File: src/hw/rtl/clu_pkg.sv
// Shared types and constants for the 8-bit load unit.
package clu_pkg;

  localparam int unsigned NUM_REGS = 7;

  localparam logic [2:0] REG_B   = 3'd0;
  localparam logic [2:0] REG_C   = 3'd1;
  localparam logic [2:0] REG_D   = 3'd2;
  localparam logic [2:0] REG_E   = 3'd3;
  localparam logic [2:0] REG_H   = 3'd4;
  localparam logic [2:0] REG_L   = 3'd5;
  localparam logic [2:0] REG_MEM = 3'd6;
  localparam logic [2:0] REG_A   = 3'd7;

  localparam logic [2:0] SLOT_A = 3'd6;

  localparam logic [7:0] OP_LD_RR_LO   = 8'h40;
  localparam logic [7:0] OP_LD_RR_HI   = 8'h7F;
  localparam logic [7:0] OP_HALT       = 8'h76;
  localparam logic [7:0] OP_LD_BC_A    = 8'h02;
  localparam logic [7:0] OP_LD_DE_A    = 8'h12;
  localparam logic [7:0] OP_LD_HLI_A   = 8'h22;
  localparam logic [7:0] OP_LD_HLD_A   = 8'h32;
  localparam logic [7:0] OP_LD_A_BC    = 8'h0A;
  localparam logic [7:0] OP_LD_A_DE    = 8'h1A;
  localparam logic [7:0] OP_LD_A_HLI   = 8'h2A;
  localparam logic [7:0] OP_LD_A_HLD   = 8'h3A;
  localparam logic [7:0] OP_LDH_N_A    = 8'hE0;
  localparam logic [7:0] OP_LDH_A_N    = 8'hF0;
  localparam logic [7:0] OP_LDH_C_A    = 8'hE2;
  localparam logic [7:0] OP_LDH_A_C    = 8'hF2;
  localparam logic [7:0] OP_LD_NN_A    = 8'hEA;
  localparam logic [7:0] OP_LD_A_NN    = 8'hFA;

  localparam logic [7:0] HIGH_PAGE = 8'hFF;

  localparam logic [1:0] BUS_NONE  = 2'd0;
  localparam logic [1:0] BUS_READ  = 2'd1;
  localparam logic [1:0] BUS_WRITE = 2'd2;

  typedef enum logic [1:0] {
    SRC_REG,
    SRC_MEM,
    SRC_IMM
  } src_t;

  typedef enum logic [1:0] {
    DST_NONE,
    DST_REG,
    DST_MEM
  } dst_t;

  typedef enum logic [2:0] {
    ADDR_HL,
    ADDR_BC,
    ADDR_DE,
    ADDR_HIGH_C,
    ADDR_CONST
  } addr_t;

  typedef enum logic [1:0] {
    HL_KEEP,
    HL_INC,
    HL_DEC
  } hl_adj_t;

  typedef struct packed {
    logic        handled;
    src_t        src;
    logic [2:0]  src_reg;
    dst_t        dst;
    logic [2:0]  dst_reg;
    addr_t       addr_sel;
    hl_adj_t     hl_adj;
    logic [7:0]  val8;
    logic [15:0] caddr;
  } cmd_t;

  typedef struct packed {
    logic        handled;
    logic [1:0]  bus_op;
    logic [15:0] bus_addr;
    logic [7:0]  bus_wdata;
    logic [7:0]  view_a;
    logic [15:0] view_bc;
    logic [15:0] view_de;
    logic [15:0] view_hl;
  } res_t;

  function automatic logic [2:0] reg_slot(input logic [2:0] r);
    return (r == REG_A) ? SLOT_A : r;
  endfunction

endpackage

File: src/hw/rtl/cpu_8bit_load_unit.sv
// Top level of the 8-bit load unit: front decode, command queue, execute stage, result queue.
// A beat goes through the command queue, then the execute stage, into the result queue.
// Throughput: one beat per cycle while the result queue has room, set by the execute stage.
// Both queues let the input and result sides stall independently of each other.
// Reset: rst is synchronous and active high; it empties both queues and clears B,C,D,E,H,L,A.
module cpu_8bit_load_unit #(
  parameter int unsigned CMD_DEPTH = 2,
  parameter int unsigned RES_DEPTH = 2
) (
  input  logic        clk,
  input  logic        rst,
  input  logic        push,
  output logic        full,
  input  logic        req_type,
  input  logic [7:0]  opcode,
  input  logic [7:0]  imm_byte,
  input  logic [15:0] imm_word,
  input  logic [7:0]  mem_rdata,
  input  logic [2:0]  reg_sel,
  input  logic [7:0]  reg_value,
  output logic        empty,
  input  logic        pop,
  output logic        handled,
  output logic [1:0]  bus_op,
  output logic [15:0] bus_addr,
  output logic [7:0]  bus_wdata,
  output logic [7:0]  view_a,
  output logic [15:0] view_bc,
  output logic [15:0] view_de,
  output logic [15:0] view_hl
);
  import clu_pkg::*;

  cmd_t cmd_in;
  cmd_t cmd_head;
  logic cmd_empty;
  logic cmd_pop;
  res_t res_in;
  res_t res_head;
  logic res_push;
  logic res_full;

  clu_front u_front (
    .req_type  (req_type),
    .opcode    (opcode),
    .imm_byte  (imm_byte),
    .imm_word  (imm_word),
    .mem_rdata (mem_rdata),
    .reg_sel   (reg_sel),
    .reg_value (reg_value),
    .cmd       (cmd_in)
  );

  clu_fifo #(
    .WIDTH ($bits(cmd_t)),
    .DEPTH (CMD_DEPTH)
  ) u_cmd_q (
    .clk   (clk),
    .rst   (rst),
    .push  (push),
    .din   (cmd_in),
    .full  (full),
    .pop   (cmd_pop),
    .dout  (cmd_head),
    .empty (cmd_empty)
  );

  clu_back u_back (
    .clk       (clk),
    .rst       (rst),
    .cmd       (cmd_head),
    .cmd_valid (!cmd_empty),
    .cmd_pop   (cmd_pop),
    .res       (res_in),
    .res_push  (res_push),
    .res_full  (res_full)
  );

  clu_fifo #(
    .WIDTH ($bits(res_t)),
    .DEPTH (RES_DEPTH)
  ) u_res_q (
    .clk   (clk),
    .rst   (rst),
    .push  (res_push),
    .din   (res_in),
    .full  (res_full),
    .pop   (pop),
    .dout  (res_head),
    .empty (empty)
  );

  assign handled   = res_head.handled;
  assign bus_op    = res_head.bus_op;
  assign bus_addr  = res_head.bus_addr;
  assign bus_wdata = res_head.bus_wdata;
  assign view_a    = res_head.view_a;
  assign view_bc   = res_head.view_bc;
  assign view_de   = res_head.view_de;
  assign view_hl   = res_head.view_hl;

`ifndef SYNTHESIS
  a_unhandled_no_bus: assert property (@(posedge clk) disable iff (rst)
    (!empty && !handled) |-> (bus_op == BUS_NONE))
    else $error("Unhandled beat requests a bus access.");

  a_read_no_wdata: assert property (@(posedge clk) disable iff (rst)
    (!empty && bus_op == BUS_READ) |-> (bus_wdata == 8'd0))
    else $error("Read beat carries write data.");

  a_no_bus_no_addr: assert property (@(posedge clk) disable iff (rst)
    (!empty && bus_op == BUS_NONE) |-> (bus_addr == 16'd0 && bus_wdata == 8'd0))
    else $error("Beat without bus access carries an address or data.");

  a_empty_after_reset: assert property (@(posedge clk)
    $past(rst) |-> (empty && !full))
    else $error("Queues not empty after reset.");
`endif

endmodule

File: src/hw/rtl/clu_front.sv
// Front end: classifies each input beat into a load command.
module clu_front (
  input  logic           req_type,
  input  logic [7:0]     opcode,
  input  logic [7:0]     imm_byte,
  input  logic [15:0]    imm_word,
  input  logic [7:0]     mem_rdata,
  input  logic [2:0]     reg_sel,
  input  logic [7:0]     reg_value,
  output clu_pkg::cmd_t  cmd
);
  import clu_pkg::*;

  logic [2:0] y;
  logic [2:0] z;

  assign y = opcode[5:3];
  assign z = opcode[2:0];

  always_comb begin
    cmd          = '0;
    cmd.handled  = 1'b0;
    cmd.src      = SRC_IMM;
    cmd.src_reg  = REG_A;
    cmd.dst      = DST_NONE;
    cmd.dst_reg  = REG_A;
    cmd.addr_sel = ADDR_HL;
    cmd.hl_adj   = HL_KEEP;
    cmd.val8     = mem_rdata;
    cmd.caddr    = imm_word;
    if (req_type) begin
      cmd.val8    = reg_value;
      cmd.dst_reg = reg_sel;
      cmd.dst     = (reg_sel == REG_MEM) ? DST_NONE : DST_REG;
    end else if (opcode inside {[OP_LD_RR_LO:OP_LD_RR_HI]} && opcode != OP_HALT) begin
      cmd.handled = 1'b1;
      cmd.src     = (z == REG_MEM) ? SRC_MEM : SRC_REG;
      cmd.src_reg = z;
      cmd.dst     = (y == REG_MEM) ? DST_MEM : DST_REG;
      cmd.dst_reg = y;
    end else if (opcode < OP_LD_RR_LO && z == REG_MEM) begin
      cmd.handled = 1'b1;
      cmd.src     = SRC_IMM;
      cmd.val8    = imm_byte;
      cmd.dst     = (y == REG_MEM) ? DST_MEM : DST_REG;
      cmd.dst_reg = y;
    end else begin
      cmd.handled = 1'b1;
      case (opcode)
        OP_LD_BC_A, OP_LD_DE_A, OP_LD_HLI_A, OP_LD_HLD_A,
        OP_LDH_N_A, OP_LDH_C_A, OP_LD_NN_A: begin
          cmd.src = SRC_REG;
          cmd.dst = DST_MEM;
        end
        OP_LD_A_BC, OP_LD_A_DE, OP_LD_A_HLI, OP_LD_A_HLD,
        OP_LDH_A_N, OP_LDH_A_C, OP_LD_A_NN: begin
          cmd.src = SRC_MEM;
          cmd.dst = DST_REG;
        end
        default: begin
          cmd.handled = 1'b0;
        end
      endcase
      case (opcode)
        OP_LD_BC_A, OP_LD_A_BC: cmd.addr_sel = ADDR_BC;
        OP_LD_DE_A, OP_LD_A_DE: cmd.addr_sel = ADDR_DE;
        OP_LDH_C_A, OP_LDH_A_C: cmd.addr_sel = ADDR_HIGH_C;
        OP_LDH_N_A, OP_LDH_A_N: begin
          cmd.addr_sel = ADDR_CONST;
          cmd.caddr    = {HIGH_PAGE, imm_byte};
        end
        OP_LD_NN_A, OP_LD_A_NN: cmd.addr_sel = ADDR_CONST;
        default: cmd.addr_sel = ADDR_HL;
      endcase
      case (opcode)
        OP_LD_HLI_A, OP_LD_A_HLI: cmd.hl_adj = HL_INC;
        OP_LD_HLD_A, OP_LD_A_HLD: cmd.hl_adj = HL_DEC;
        default: cmd.hl_adj = HL_KEEP;
      endcase
    end
  end

endmodule

File: src/hw/rtl/clu_fifo.sv
// Small first-in first-out queue of fixed-width beats, at least two entries deep.
module clu_fifo #(
  parameter int unsigned WIDTH = 8,
  parameter int unsigned DEPTH = 2
) (
  input  logic             clk,
  input  logic             rst,
  input  logic             push,
  input  logic [WIDTH-1:0] din,
  output logic             full,
  input  logic             pop,
  output logic [WIDTH-1:0] dout,
  output logic             empty
);
  localparam int unsigned PW = $clog2(DEPTH);
  localparam int unsigned CW = $clog2(DEPTH + 1);
  localparam logic [PW-1:0] LAST = PW'(DEPTH - 1);

  logic [WIDTH-1:0] mem [DEPTH];
  logic [PW-1:0]    wr_ptr;
  logic [PW-1:0]    rd_ptr;
  logic [CW-1:0]    count;
  logic             do_push;
  logic             do_pop;

  assign full    = (count == CW'(DEPTH));
  assign empty   = (count == '0);
  assign do_push = push && !full;
  assign do_pop  = pop && !empty;
  assign dout    = mem[rd_ptr];

  always_ff @(posedge clk) begin
    if (rst) begin
      wr_ptr <= '0;
      rd_ptr <= '0;
      count  <= '0;
    end else begin
      if (do_push) begin
        wr_ptr <= (wr_ptr == LAST) ? '0 : wr_ptr + 1'b1;
      end
      if (do_pop) begin
        rd_ptr <= (rd_ptr == LAST) ? '0 : rd_ptr + 1'b1;
      end
      if (do_push && !do_pop) begin
        count <= count + 1'b1;
      end else if (do_pop && !do_push) begin
        count <= count - 1'b1;
      end
    end
  end

  always_ff @(posedge clk) begin
    if (do_push) begin
      mem[wr_ptr] <= din;
    end
  end

endmodule

File: src/hw/rtl/clu_back.sv
// Back end: register file; one load command per cycle unless res_full is high.
module clu_back (
  input  logic           clk,
  input  logic           rst,
  input  clu_pkg::cmd_t  cmd,
  input  logic           cmd_valid,
  output logic           cmd_pop,
  output clu_pkg::res_t  res,
  output logic           res_push,
  input  logic           res_full
);
  import clu_pkg::*;

  logic [7:0]  regs      [NUM_REGS];
  logic [7:0]  regs_next [NUM_REGS];
  logic [7:0]  value;
  logic [15:0] hl;
  logic [15:0] hl_new;
  logic [15:0] addr;
  logic        fire;

  assign fire     = cmd_valid && !res_full;
  assign cmd_pop  = fire;
  assign res_push = fire;
  assign hl       = {regs[REG_H], regs[REG_L]};

  always_comb begin
    regs_next = regs;
    hl_new    = hl;
    case (cmd.src)
      SRC_REG: value = regs[reg_slot(cmd.src_reg)];
      default: value = cmd.val8;
    endcase
    case (cmd.addr_sel)
      ADDR_BC:     addr = {regs[REG_B], regs[REG_C]};
      ADDR_DE:     addr = {regs[REG_D], regs[REG_E]};
      ADDR_HIGH_C: addr = {HIGH_PAGE, regs[REG_C]};
      ADDR_CONST:  addr = cmd.caddr;
      default:     addr = hl;
    endcase
    if (cmd.dst == DST_REG) begin
      regs_next[reg_slot(cmd.dst_reg)] = value;
    end
    case (cmd.hl_adj)
      HL_INC: hl_new = hl + 16'd1;
      HL_DEC: hl_new = hl - 16'd1;
      default: hl_new = hl;
    endcase
    if (cmd.hl_adj != HL_KEEP) begin
      regs_next[REG_H] = hl_new[15:8];
      regs_next[REG_L] = hl_new[7:0];
    end

    res           = '0;
    res.handled   = cmd.handled;
    if (cmd.src == SRC_MEM) begin
      res.bus_op   = BUS_READ;
      res.bus_addr = addr;
    end else if (cmd.dst == DST_MEM) begin
      res.bus_op    = BUS_WRITE;
      res.bus_addr  = addr;
      res.bus_wdata = value;
    end else begin
      res.bus_op = BUS_NONE;
    end
    res.view_a  = regs_next[SLOT_A];
    res.view_bc = {regs_next[REG_B], regs_next[REG_C]};
    res.view_de = {regs_next[REG_D], regs_next[REG_E]};
    res.view_hl = {regs_next[REG_H], regs_next[REG_L]};
  end

  always_ff @(posedge clk) begin
    if (rst) begin
      for (int i = 0; i < int'(NUM_REGS); i++) begin
        regs[3'(i)] <= '0;
      end
    end else if (fire) begin
      regs <= regs_next;
    end
  end

endmodule

File: config.mk
export PLATFORM = sky130hd
export DESIGN_NAME = cpu_8bit_load_unit
export DESIGN_NICKNAME = d
export VERILOG_FILES = /design/src/hw/rtl/clu_pkg.sv /design/src/hw/rtl/cpu_8bit_load_unit.sv /design/src/hw/rtl/clu_front.sv /design/src/hw/rtl/clu_fifo.sv /design/src/hw/rtl/clu_back.sv
export SDC_FILE = /design/constraint.sdc
export NUM_CORES = 1
export LEC_CHECK = 0
export BUFFER_PORTS_ARGS = -buffer_cell sky130_fd_sc_hd__buf_2
export CAP_MARGIN = 20
export CELL_PAD_IN_SITES_DETAIL_PLACEMENT = 1
export CELL_PAD_IN_SITES_GLOBAL_PLACEMENT = 1
export CORE_MARGIN = 3
export CORE_UTILIZATION = 40
export DETAILED_ROUTE_END_ITERATION = 10
export PLACE_DENSITY_LB_ADDON = 0.15
export SYNTH_ARGS = -nofsm -noshare
export SYNTH_HDL_FRONTEND = slang
export SYNTH_SLANG_ARGS = --single-unit
File: constraint.sdc
create_clock -name clk -period 10.66 [get_ports clk]
set_input_delay 1.066 -clock clk [delete_from_list [all_inputs] [get_ports clk]]
set_output_delay 1.066 -clock clk [all_outputs]
set_load 0.05 [all_outputs]
==> results of run 1 <==
[cells in the mapped netlist, types with 12 or more instances]
| cell | n |
|---|---|
| mux2_2 | 129 |
| dfxtp_1 | 42 |
| mux2i_1 | 61 |
| nor2b_1 | 12 |
| a221oi_1 | 12 |
| nand2_1 | 85 |
| clkbuf_1 | 50 |
| inv_1 | 17 |
| nor3_1 | 18 |
| edfxtp_1 | 270 |
| o21ai_0 | 68 |
| nand2b_1 | 18 |
| buf_2 | 17 |
| nor2_1 | 91 |
| a21oi_1 | 55 |
[power groups by stage]
stage               clock, mW  sequential [mW]  combinational (mW)
finish                   1.11             1.99                2.38
global route             1.18             2.02                2.54
CTS                      1.13             1.99                2.40
detailed placement          0             2.01                2.39
global placement            0             1.99                2.36
floorplan                   0             1.90                1.83
[layer usage]
metal	vias to the layer above	part of all wire, %
met2	269	46
met5	-	0
met3	58	4.8
met4	0	3.0
li1	4681	-
met1	5025	46
[final timing paths]
check | cells after the start | end | slack (ns) | startpoint
worst max-delay path | 13 | u_back.hl[14]$_DFFE_PP_ | 6.26 | register
worst min-delay path | 2 | register | 0.50 | u_cmd_q.rd_ptr$_SDFFE_PP0P_
worst max register to register | 13 | u_back.hl[14]$_DFFE_PP_ | 6.26 | register
worst min register to register | 2 | register | 0.50 | u_cmd_q.rd_ptr$_SDFFE_PP0P_
[cells in the final DEF, fill, tap and decap left out, drive strengths merged, types with 8 or more instances in the layout]
| cell | count |
|---|---|
| mux4 | 8 |
| nor2b | 12 |
| nor2 | 94 |
| clkbuf | 49 |
| xor2 | 10 |
| xnor2 | 8 |
| dfxtp | 42 |
| o21ai | 68 |
| a211oi | 14 |
| o221ai | 9 |
| mux2 | 129 |
| a221oi | 12 |
| nand2 | 85 |
| or3 | 10 |
| inv | 21 |
| edfxtp | 270 |
| a21oi | 57 |
| buf | 154 |
| nand2b | 18 |
| mux2i | 63 |
| nor3 | 19 |
| a22oi | 11 |
| and2 | 12 |
[cell families (layout without fill, tap and decap cells)]
family	Yosys count	after routing	share of synthesized area (%)
AO/OA/AOI/OAI	243	243	10.9
XOR/XNOR	18	18	1.05
adder cells (fa/ha/maj)	6	6	0.501
buffers and inverters	98	233	2.91
flip-flops	312	312	59.7
multiplexers	200	200	15.4
AND/OR/NAND/NOR	293	293	9.50
[worst max-delay path, delay by kind of cell (launching register included)]
kind | cells | cell delay [ns]
DFF | 1 | 0.31
and+or+nand+nor | 1 | 0.45
AOI/OAI and AO/OA | 5 | 1.10
adders and majority gates | 2 | 0.44
buffers and inverters | 2 | 0.96
xor gates and xnor gates | 2 | 0.43
muxes | 1 | 0.41
[sequential cells by signal (all words and copies together), names as in the netlist, named ones only]
name and count:
u_cmd_q.mem 80, u_res_q.wr_ptr 1, u_back.hl 16, u_res_q.count 2, u_res_q.mem 166, u_back.regs 40, u_cmd_q.rd_ptr 1, u_cmd_q.wr_ptr 1
u_res_q.rd_ptr 1, u_cmd_q.count 2
[layout make-up]
type | count | share of cell area [%]
sequential | 312 | 52.3
multi-input combinational | 760 | 33.0
clock buffer | 49 | 5.68
timing repair buffer | 154 | 4.78
tap | 468 | 3.42
clock inverter | 11 | 0.424
inverter | 19 | 0.416
[stage by stage]
stage | utilization, % | cells | hold WS, ns | area (µm²)
floorplan | - | 1170 | 0.472 | 15000
global placement | 43.7 | 1711 | 0.487 | 16100
detailed placement | 43.7 | 1712 | 0.498 | 16100
CTS | 46.6 | 1772 | 0.512 | 17100
global route | 46.6 | 1773 | 0.539 | 17100
finish | 46.6 | 1773 | 0.502 | 17100
==> results by group, run 1 <==
Critical path
  • Critical path required time: around 11 ns
  • Worst setup EP type: register
  • Crit path launch type: register
  • CP arrival: approximately 4.7 ns
  • Crit path max-delay cell type: buf_4
  • Critical path fanouts, max: 50
  • Kind of critical path: register to register
  • Worst stage delay on the critical path: 0.54 ns
  • Worst-path cell chain: buf_4 -> mux2i_1 -> ha_1 -> buf_4 -> xor2_1 -> ha_1 -> or3b_2 -> a21o_1 -> a21oi_1 -> o211ai_1 -> xnor2_1 -> a211oi_1 -> a311oi_1

Floorplanning
  • Initial Util: 40.7%
  • Row count: 70
  • Core area: 36800 µm²
  • Die ar.: around 40000 µm²
  • Die Span Y: 200 µm
  • Die X: 200 µm
  • # IOs: 141

Routing
  • DR vias/cell: 5.66
  • Wirelength per Cell: 23.7 µm
  • Number of remaining DRC errors: 0
  • Detailed Route Iter0 Violations: 771
  • Post-route antenna net violation count: 0
  • Routed via count: 10000
  • 1st-pass router iterations: 5
  • Total wire length: 42100 µm

Clock network
  • Post-CTS Repair Setup Buffers: 0
  • Resize count post-CTS: 0
  • Clock Latency Late Sink: between 0.5 and 0.6 ns
  • CTS clk-pin slew, worst paths: about 0.06 ns
  • Total CTS buffers: 34
  • Bufs on Longest Clock Path: 3
  • CTS root buf: clkbuf_16
  • TritonCTS sink count: 312
  • H-tree depth reported by CTS: 2
  • Hold buffer count at cts: 0
  • CTS tree: yes

Placement
  • Post-Place Setup Slack: 6.27 ns
  • GP Congestion: 0.893
  • Port buffer count: 140
  • Post-DP HPWL: 29500 µm

Synthesis
  • Synth Instances: 1170
  • Ys async rst share: 0%
  • Mean Syn Cell Area: 12.8 µm²
  • Seq/Total Area, Yosys: between 50% and 60%
  • Yosys reg bits: 312
  • Post-synth EDFFs: 270
  • Top cells by area, synth: edfxtp_1, mux2_2, dfxtp_1, mux2i_1, nor2_1
  • Commonest register cell after synthesis: edfxtp_1
  • Netlist Area Pre-Place: around 15000 µm²
  • Synth unique cells: just over 80
  • Post-synth net total: 1232
  • Synth warn: 0
  • Area share of the largest cell type after synthesis: a little over half
  • Leading area contributor after synthesis: edfxtp_1

Global route
  • GRT Util Overall: a little over a fifth
  • Busiest grt layer: met2
  • GR met3 Demand/Resource: 3.22%
  • Vias in the first global route: between 10000 and 15000
  • Gr ovfl total: 0
  • Largest net degree at the start of global routing: 61
  • Met1 usage: 30.0%
  • First-pass GRT wire length: around 63000 µm
  • Initial antenna violation count: 0
  • Grt met2 use: between 30% and 40%

STA
  • FMAX: 0.227 GHz
  • Hold Vio Cnt, Final: 0
  • RSZ-0062 raised after global routing: false
  • Post-route setup TNS: 0 ns
  • Clock Skew: 0.0156 ns
  • Worst Tran Pin Value: 1.10 ns
  • Period utilization: about two fifths
  • Setup violators final: 0
  • Max-slew violations: 0
  • Post-route minimum period: 4.40 ns
  • Slew margin rel.: 26.5%
  • Setup ws final: 6.26 ns

Job
  • Maxcap violations: 0

Final layout
  • Register area: ~9000 µm²
  • Syn-to-layout area delta: 14.3%
  • Nets: about 1300
  • Footprint of the multi-input gates: 5660 µm²
  • # diodes: 0
  • # fillers: 3829
  • Share of post-route cells with drive strength above 1: approximately 28%

Pwr
  • Total power: 5.47 mW
  • Pint: around 3.1 mW
  • P_leak: roughly 6.0 nW
  • Sw frac: 43.4%
  • Clk network pwr share: approximately 20%
  • Psw: 2.38 mW
  • Pwr dens: 319 nW/µm²
  • Maximum vdd ir drop: between 0.1 and 0.15 mV
  • Seq pwr share: 36.3%
  • Combinational share of power: a little over two fifths

Hold path
  • Hold Crit Class: register to register

Outcome
  • Status: completed
No activity file was read; power rests on OpenSTA's default activity.
==> run 2: changes to the inputs <==
- ABC_AREA: not set -> 1
- clock period: 10.66 -> 4.4 ns (I/O delays scaled with it)
==> results by group, run 2 <==
Synthesis
  • Yosys reg bits: roughly 310
  • Post-synth net total: 1573
  • Synth cell count leaders: nand2_1, edfxtp_1, inv_1, a21oi_1, o21ai_0
  • Most frequent cell after synthesis: nand2_1
  • Ys async rst share: 0%
  • Synth warn: 0
  • Area share of the largest cell type after synthesis: 53.4%
  • Commonest register cell after synthesis: edfxtp_1
  • Synth unique cells: 46
  • Netlist Area Pre-Place: approximately 15000 µm²
  • Post-synth EDFFs: between 200 and 300
  • Leading area contributor after synthesis: edfxtp_1
  • Top cells by area, synth: edfxtp_1, nand2_1, mux2_2, dfxtp_1, a21oi_1
  • Mean Syn Cell Area: 10.1 µm²
  • Seq/Total Area, Yosys: 58.9%
  • Synth Instances: ~1500

Floorplanning
  • Core area: 37000 µm²
  • Die X: 201 µm
  • # IOs: 141
  • Die ar.: 40300 µm²
  • Initial Util: around two fifths
  • Die Span Y: ~200 µm
  • Row count: 70

Final layout
  • Commonest non-fill, non-tap cell in the layout: nand2_1
  • Syn-to-layout area delta: 15.7%
  • Number of flip-flops in the largest register: 166
  • Most frequent cells in the layout: nand2_1, edfxtp_1, inv_1
  • Top Registers: u_res_q.mem (166), u_cmd_q.mem (80), u_back.regs (40)
  • Nets: 1716
  • # diodes: 0
  • Share of post-route cells with drive strength above 1: a little over a fifth
  • Fin util: between 40% and 50%
  • Top reg by flops: u_res_q.mem
  • Final Cell Area: 17600 µm²

Routing
  • Detailed Route Iter0 Violations: 951
  • Routed met3 length: 2990 µm
  • Max layer used: met4
  • Routed via count: between 10000 and 15000
  • Total wire length: between 40000 and 50000 µm
  • Met2 wire len: 21500 µm
  • DR vias/cell: 5.31
  • M1 wire length: 22600 µm
  • Number of remaining DRC errors: 0
  • 1st-pass router iterations: 5
  • Wirelength per Cell: 22.1 µm
  • Post-route antenna net violation count: 0

Critical path
  • Worst stage delay on the critical path: 0.50 ns
  • Critical path fanouts, max: 11
  • Crit path buf inv count: 2
  • Critical path required time: roughly 4.7 ns
  • Crit path launch type: register
  • R2R setup slack: 1.14 ns
  • Crit path max-delay cell type: ha_1
  • R2R depth: 12
  • Worst-path cell chain: mux2i_1 -> ha_1 -> inv_1 -> nand2_1 -> nand2_1 -> nand3_1 -> nand2_1 -> a21oi_1 -> xor2_1 -> o21ai_0 -> inv_1 -> nor2_1
  • CP arrival: 3.52 ns
  • Most used cell, CP: nand2_1
  • Worst setup EP type: register
  • RR Endpoint: u_res_q.mem[0][5]$_DFFE_PP_
  • Kind of critical path: register to register
  • CP delay by family, top: simple AND/OR/NAND/NOR gates

Hold path
  • Hold Crit Class: input pin to register
  • Hold path cells: 2
  • Min-Delay Startpoint: rst
  • Hold Path Sink: u_res_q.count[0]$_SDFFE_PP0P_

Clock network
  • Total CTS buffers: 35
  • Bufs on Longest Clock Path: 3
  • CTS tree: yes
  • Clock Latency Late Sink: 0.54 ns
  • CTS root buf: clkbuf_16
  • H-tree depth reported by CTS: 2
  • Resize count post-CTS: 0
  • Post-CTS Repair Setup Buffers: 0
  • TritonCTS sink count: 312
  • CTS clk-pin slew, worst paths: 0.06 ns
  • Hold buffer count at cts: 0

Job
  • Maxcap violations: 0

STA
  • Hold Vio Cnt, Final: 0
  • Clock Skew: approximately 0.027 ns
  • Setup ws final: about 1.1 ns
  • Worst Tran Pin Value: roughly 1 ns
  • Post-route minimum period: 3.26 ns
  • Setup violators final: 0
  • Post-route setup TNS: 0 ns
  • Period utilization: 74.2%
  • FMAX: just over 0.3 GHz
  • RSZ-0062 raised after global routing: false
  • Slew margin rel.: 33.0%
  • Max-slew violations: 0

Pwr
  • Pint: 8.33 mW
  • Maximum vdd ir drop: 0.477 mV
  • Psw: 7.70 mW
  • Seq pwr share: about 33%
  • Clk network pwr share: approximately 18%
  • Sw frac: 48.0%
  • Combinational share of power: 49.0%
  • Pwr dens: about 910 nW/µm²
  • P_leak: 7.17 nW

Global route
  • Initial antenna violation count: 0
  • GRT Util Overall: 23.7%
  • Largest net degree at the start of global routing: 70
  • First-pass GRT wire length: 73600 µm
  • Gr ovfl total: 0
  • Vias in the first global route: 11900

Placement
  • Post-DP HPWL: 35600 µm
  • Post-Place Setup Slack: about 1.2 ns
  • Dpl cell area: 16500 µm²
  • Port buffer count: 140
  • GP Congestion: 0.900

Outcome
  • Status: completed
-- run 2: cell count changes after synthesis, moves of 40 or more --
cell / delta
mux2i_1: -59
inv_1: +141
nand3_1: +77
mux2_2: -40
nand2_1: +246
a21oi_1: +82
-- run 2: final cells by class --
| class | instances | area (µm²) |
|---|---|---|
| Sequential cell | 312 | 8950 |
| Multi-Input combinational cell | 972 | 5310 |
| Tap cell | 504 | 631 |
| Timing Repair Buffer | 165 | 926 |
| Clock buffer | 43 | 946 |
| Clock inverter | 21 | 168 |
| Inverter | 168 | 633 |
| Fill cell | 4221 | 19500 |
-- run 2: metrics by stage --
step | instances | power (mW) | hold slack, ns
after CTS | 2185 | 16.1 | 0.139
after floorplan | 1511 | 10.7 | 0.426
final | 2185 | 16.0 | 0.153
after detailed placement | 2121 | 13.2 | 0.448
after global routing | 2185 | 17.0 | 0.168
after global placement | 2120 | 13.0 | 0.437
-- run 2: how the worst max path moves through the flow --
stage                              endpoint  slack (ns)  depth (start not counted)
5_1_grt              u_back.hl[8]$_DFFE_PP_        0.74                         17
3_5_place_dp    u_res_q.mem[0][5]$_DFFE_PP_        1.16                         12
2_1_floorplan   u_res_q.mem[1][0]$_DFFE_PP_        1.21                          2
6_report        u_res_q.mem[0][5]$_DFFE_PP_        1.14                         12
4_1_cts              u_back.hl[5]$_DFFE_PP_        1.14                         12
3_3_place_gp   u_res_q.mem[0][13]$_DFFE_PP_        1.18                         18
-- run 2: routing by layer --
metal	GRT usage, %	vias to the layer above
li1	-	5488
met1	34.0	5644
met2	37.3	392
met3	4.12	72
met4	6.52	0
met5	0	-
-- run 2: power by group through the flow --
stage | combinational, mW | clock (mW) | sequential [mW]
3_5_place_dp | 7.82 | 0 | 5.37
3_3_place_gp | 7.70 | 0 | 5.32
6_report | 7.86 | 2.84 | 5.34
4_1_cts | 7.87 | 2.89 | 5.33
2_1_floorplan | 5.66 | 0 | 5.05
5_1_grt | 8.55 | 3.02 | 5.42
-- run 2: logic make-up after synthesis --
group                    synth area share [%]
adder cells (fa/ha/maj)                 0.494
XOR/XNOR                                0.577
multiplexers                             7.03
flip-flops                               58.9
buffers and inverters                    6.38
AND/OR/NAND/NOR                          15.6
AO/OA/AOI/OAI                            11.0
==> run 3: changes to the inputs <==
- clock period: 4.4 -> 2.8 ns (I/O delays scaled with it)
==> results by group, run 3 (synthesized netlist as in run 2, its figures left out) <==
Outcome
  • Status: completed

Final layout
  • Top reg by flops: u_res_q.mem
  • # diodes: 0
  • Fin util: 49.2%
  • Top Registers: u_res_q.mem (166), u_cmd_q.mem (80), u_back.regs (40)
  • Most frequent cells in the layout: nand2_1, edfxtp_1, inv_1
  • Syn-to-layout area delta: 20.0%
  • Fin cells: 2244
  • Final Cell Area: ~18000 µm²
  • Share of post-route cells with drive strength above 1: 26.4%
  • Nets: 1776
  • Number of flip-flops in the largest register: ~170
  • Commonest non-fill, non-tap cell in the layout: nand2_1

Clock network
  • CTS root buf: clkbuf_16
  • CTS tree: yes
  • Clock Latency Late Sink: 0.56 ns
  • Bufs on Longest Clock Path: 3
  • TritonCTS sink count: approximately 310
  • H-tree depth reported by CTS: 2
  • CTS clk-pin slew, worst paths: 0.06 ns
  • Total CTS buffers: 34

STA
  • Period utilization: 93.1%
  • Post-route minimum period: 2.61 ns
  • Worst Tran Pin Value: 0.752 ns
  • Hold Vio Cnt, Final: 0
  • Slew margin rel.: 49.3%
  • FMAX: about 0.38 GHz
  • Post-route setup TNS: 0 ns
  • Setup violators final: 0
  • Max-slew violations: 0
  • Clock Skew: between 0.04 and 0.05 ns

Floorplanning
  • Die X: 201 µm
  • Die ar.: 40300 µm²
  • Initial Util: 41.0%
  • Die Span Y: 201 µm
  • Row count: 70
  • # IOs: 141
  • Core area: 37000 µm²

Critical path
  • Critical path fanouts, max: 10
  • R2R setup slack: 0.19 ns
  • CP arrival: roughly 2.9 ns
  • Crit path max-delay cell type: dfxtp_4
  • Worst setup EP type: register
  • Worst stage delay on the critical path: ~0.4 ns
  • Crit path launch type: register
  • R2R depth: 18
  • Most used cell, CP: nand2_1
  • Crit path buf inv count: 4
  • Critical path required time: 3.06 ns
  • RR Endpoint: u_back.hl[15]$_DFFE_PP_
  • Crit path depth: 18
  • Worst-path cell chain: inv_4 -> or2_4 -> o21ai_2 -> inv_2 -> ha_4 -> buf_4 -> buf_4 -> xnor2_1 -> nor2_2 -> nand2_1 -> nor2_2 -> nand2_2 -> nand3_1 -> nand2_1 -> nand2_1 -> nand2_1 -> nand2_1 -> nand2_2
  • Kind of critical path: register to register
  • CP delay by family, top: simple AND/OR/NAND/NOR gates

Global route
  • Largest net degree at the start of global routing: 69
  • First-pass GRT wire length: 74400 µm
  • Gr ovfl total: 0
  • Vias in the first global route: 12100
  • Initial antenna violation count: 0
  • GRT Util Overall: 23.9%

Placement
  • Post-DP HPWL: 36000 µm
  • GP Congestion: 0.916
  • Port buffer count: 140
  • Placed insts: around 2200
  • Dpl cell area: 17000 µm²

Hold path
  • Hold Crit Class: input pin to register
  • Min-Delay Startpoint: imm_word[10]
  • Hold Path Sink: u_cmd_q.mem[1][10]$_DFFE_PP_
  • Hold path cells: 3

Routing
  • Number of remaining DRC errors: 0
  • Routed via count: roughly 12000
  • 1st-pass router iterations: 5
  • Post-route antenna net violation count: 0
  • Wirelength per Cell: 21.8 µm
  • Detailed Route Iter0 Violations: roughly 1100
  • Total wire length: 49000 µm
  • DR vias/cell: about 5.3

Pwr
  • Maximum vdd ir drop: around 0.53 mV
  • Total power: 26.4 mW
  • P_leak: 7.47 nW
  • Pwr dens: 1450 nW/µm²

Job
  • Maxcap violations: 0
## run 3: what timing repair did
action	in CTS	in global routing
resized for setup	4	39
hold buffers	1	0
setup endpoints to repair	12	45
setup buffers	0	1
pin swaps	0	3
hold endpoints to repair	2	0
## run 3: how the worst max path moves through the flow
stage | startpoint | to | slack, ns
final | register | u_back.hl[15]$_DFFE_PP_ | 0.19
after global routing | register | u_back.hl[15]$_DFFE_PP_ | -0.002
after floorplan | u_cmd_q.count[0]$_SDFFE_PP0P_ | u_res_q.mem[1][0]$_DFFE_PP_ | -0.39
after detailed placement | register | u_res_q.mem[0][15]$_DFFE_PP_ | -0.01
after CTS | register | u_res_q.mem[1][10]$_DFFE_PP_ | 0.01
after global placement | register | u_res_q.mem[1][10]$_DFFE_PP_ | 0.06
## run 3: worst register-to-register path, cell delays in order (launching register included)
cell     delay (ns)
dfxtp_4        0.40
inv_4          0.04
or2_4          0.22
o21ai_2        0.07
inv_2          0.07
ha_4           0.20
buf_4          0.15
buf_4          0.13
xnor2_1        0.13
nor2_2         0.18
nand2_1        0.11
nor2_2         0.14
nand2_2        0.08
nand3_1        0.07
nand2_1        0.09
nand2_1        0.07
nand2_1        0.05
nand2_1        0.06
nand2_2        0.08
## run 3: cell type report
type | instances | area [µm²]
fillers | 4138 | 18800
flip-flops and latches | 312 | 8960
multi-input cells | 972 | 5450
repair buffers | 226 | 1470
clock buffers | 44 | 910
inverters | 168 | 637
well taps | 504 | 631
clock inverters | 18 | 165
## run 3: metrics by stage
step / worst slack, ns / hold WS, ns
final: 0.192 / 0.0299
after global routing: -0.00151 / 0.0300
after CTS: 0.0104 / 0.00654
after detailed placement: -0.0124 / 0.447
after global placement: 0.0575 / 0.438
after floorplan: -0.385 / 0.352
## run 3: routing by layer
metal / track usage [%] / vias to the layer above / part of all wire, % / wire length [µm]
li1: - / 5596 / - / -
met1: 34.0 / 5838 / 46 / 22500
met2: 39.0 / 402 / 46 / 22600
met3: 3.65 / 71 / 5.7 / 2800
met4: 5.40 / 0 / 2.1 / 1030
met5: 0 / - / 0 / 0
## run 3: report_power, final
group	leakage [nW]	switching (mW)	internal (mW)	total [mW]
logic	4.08	9.83	3.90	13.7
registers	2.87	0.804	7.42	8.22
clock network	0.519	1.90	2.51	4.41
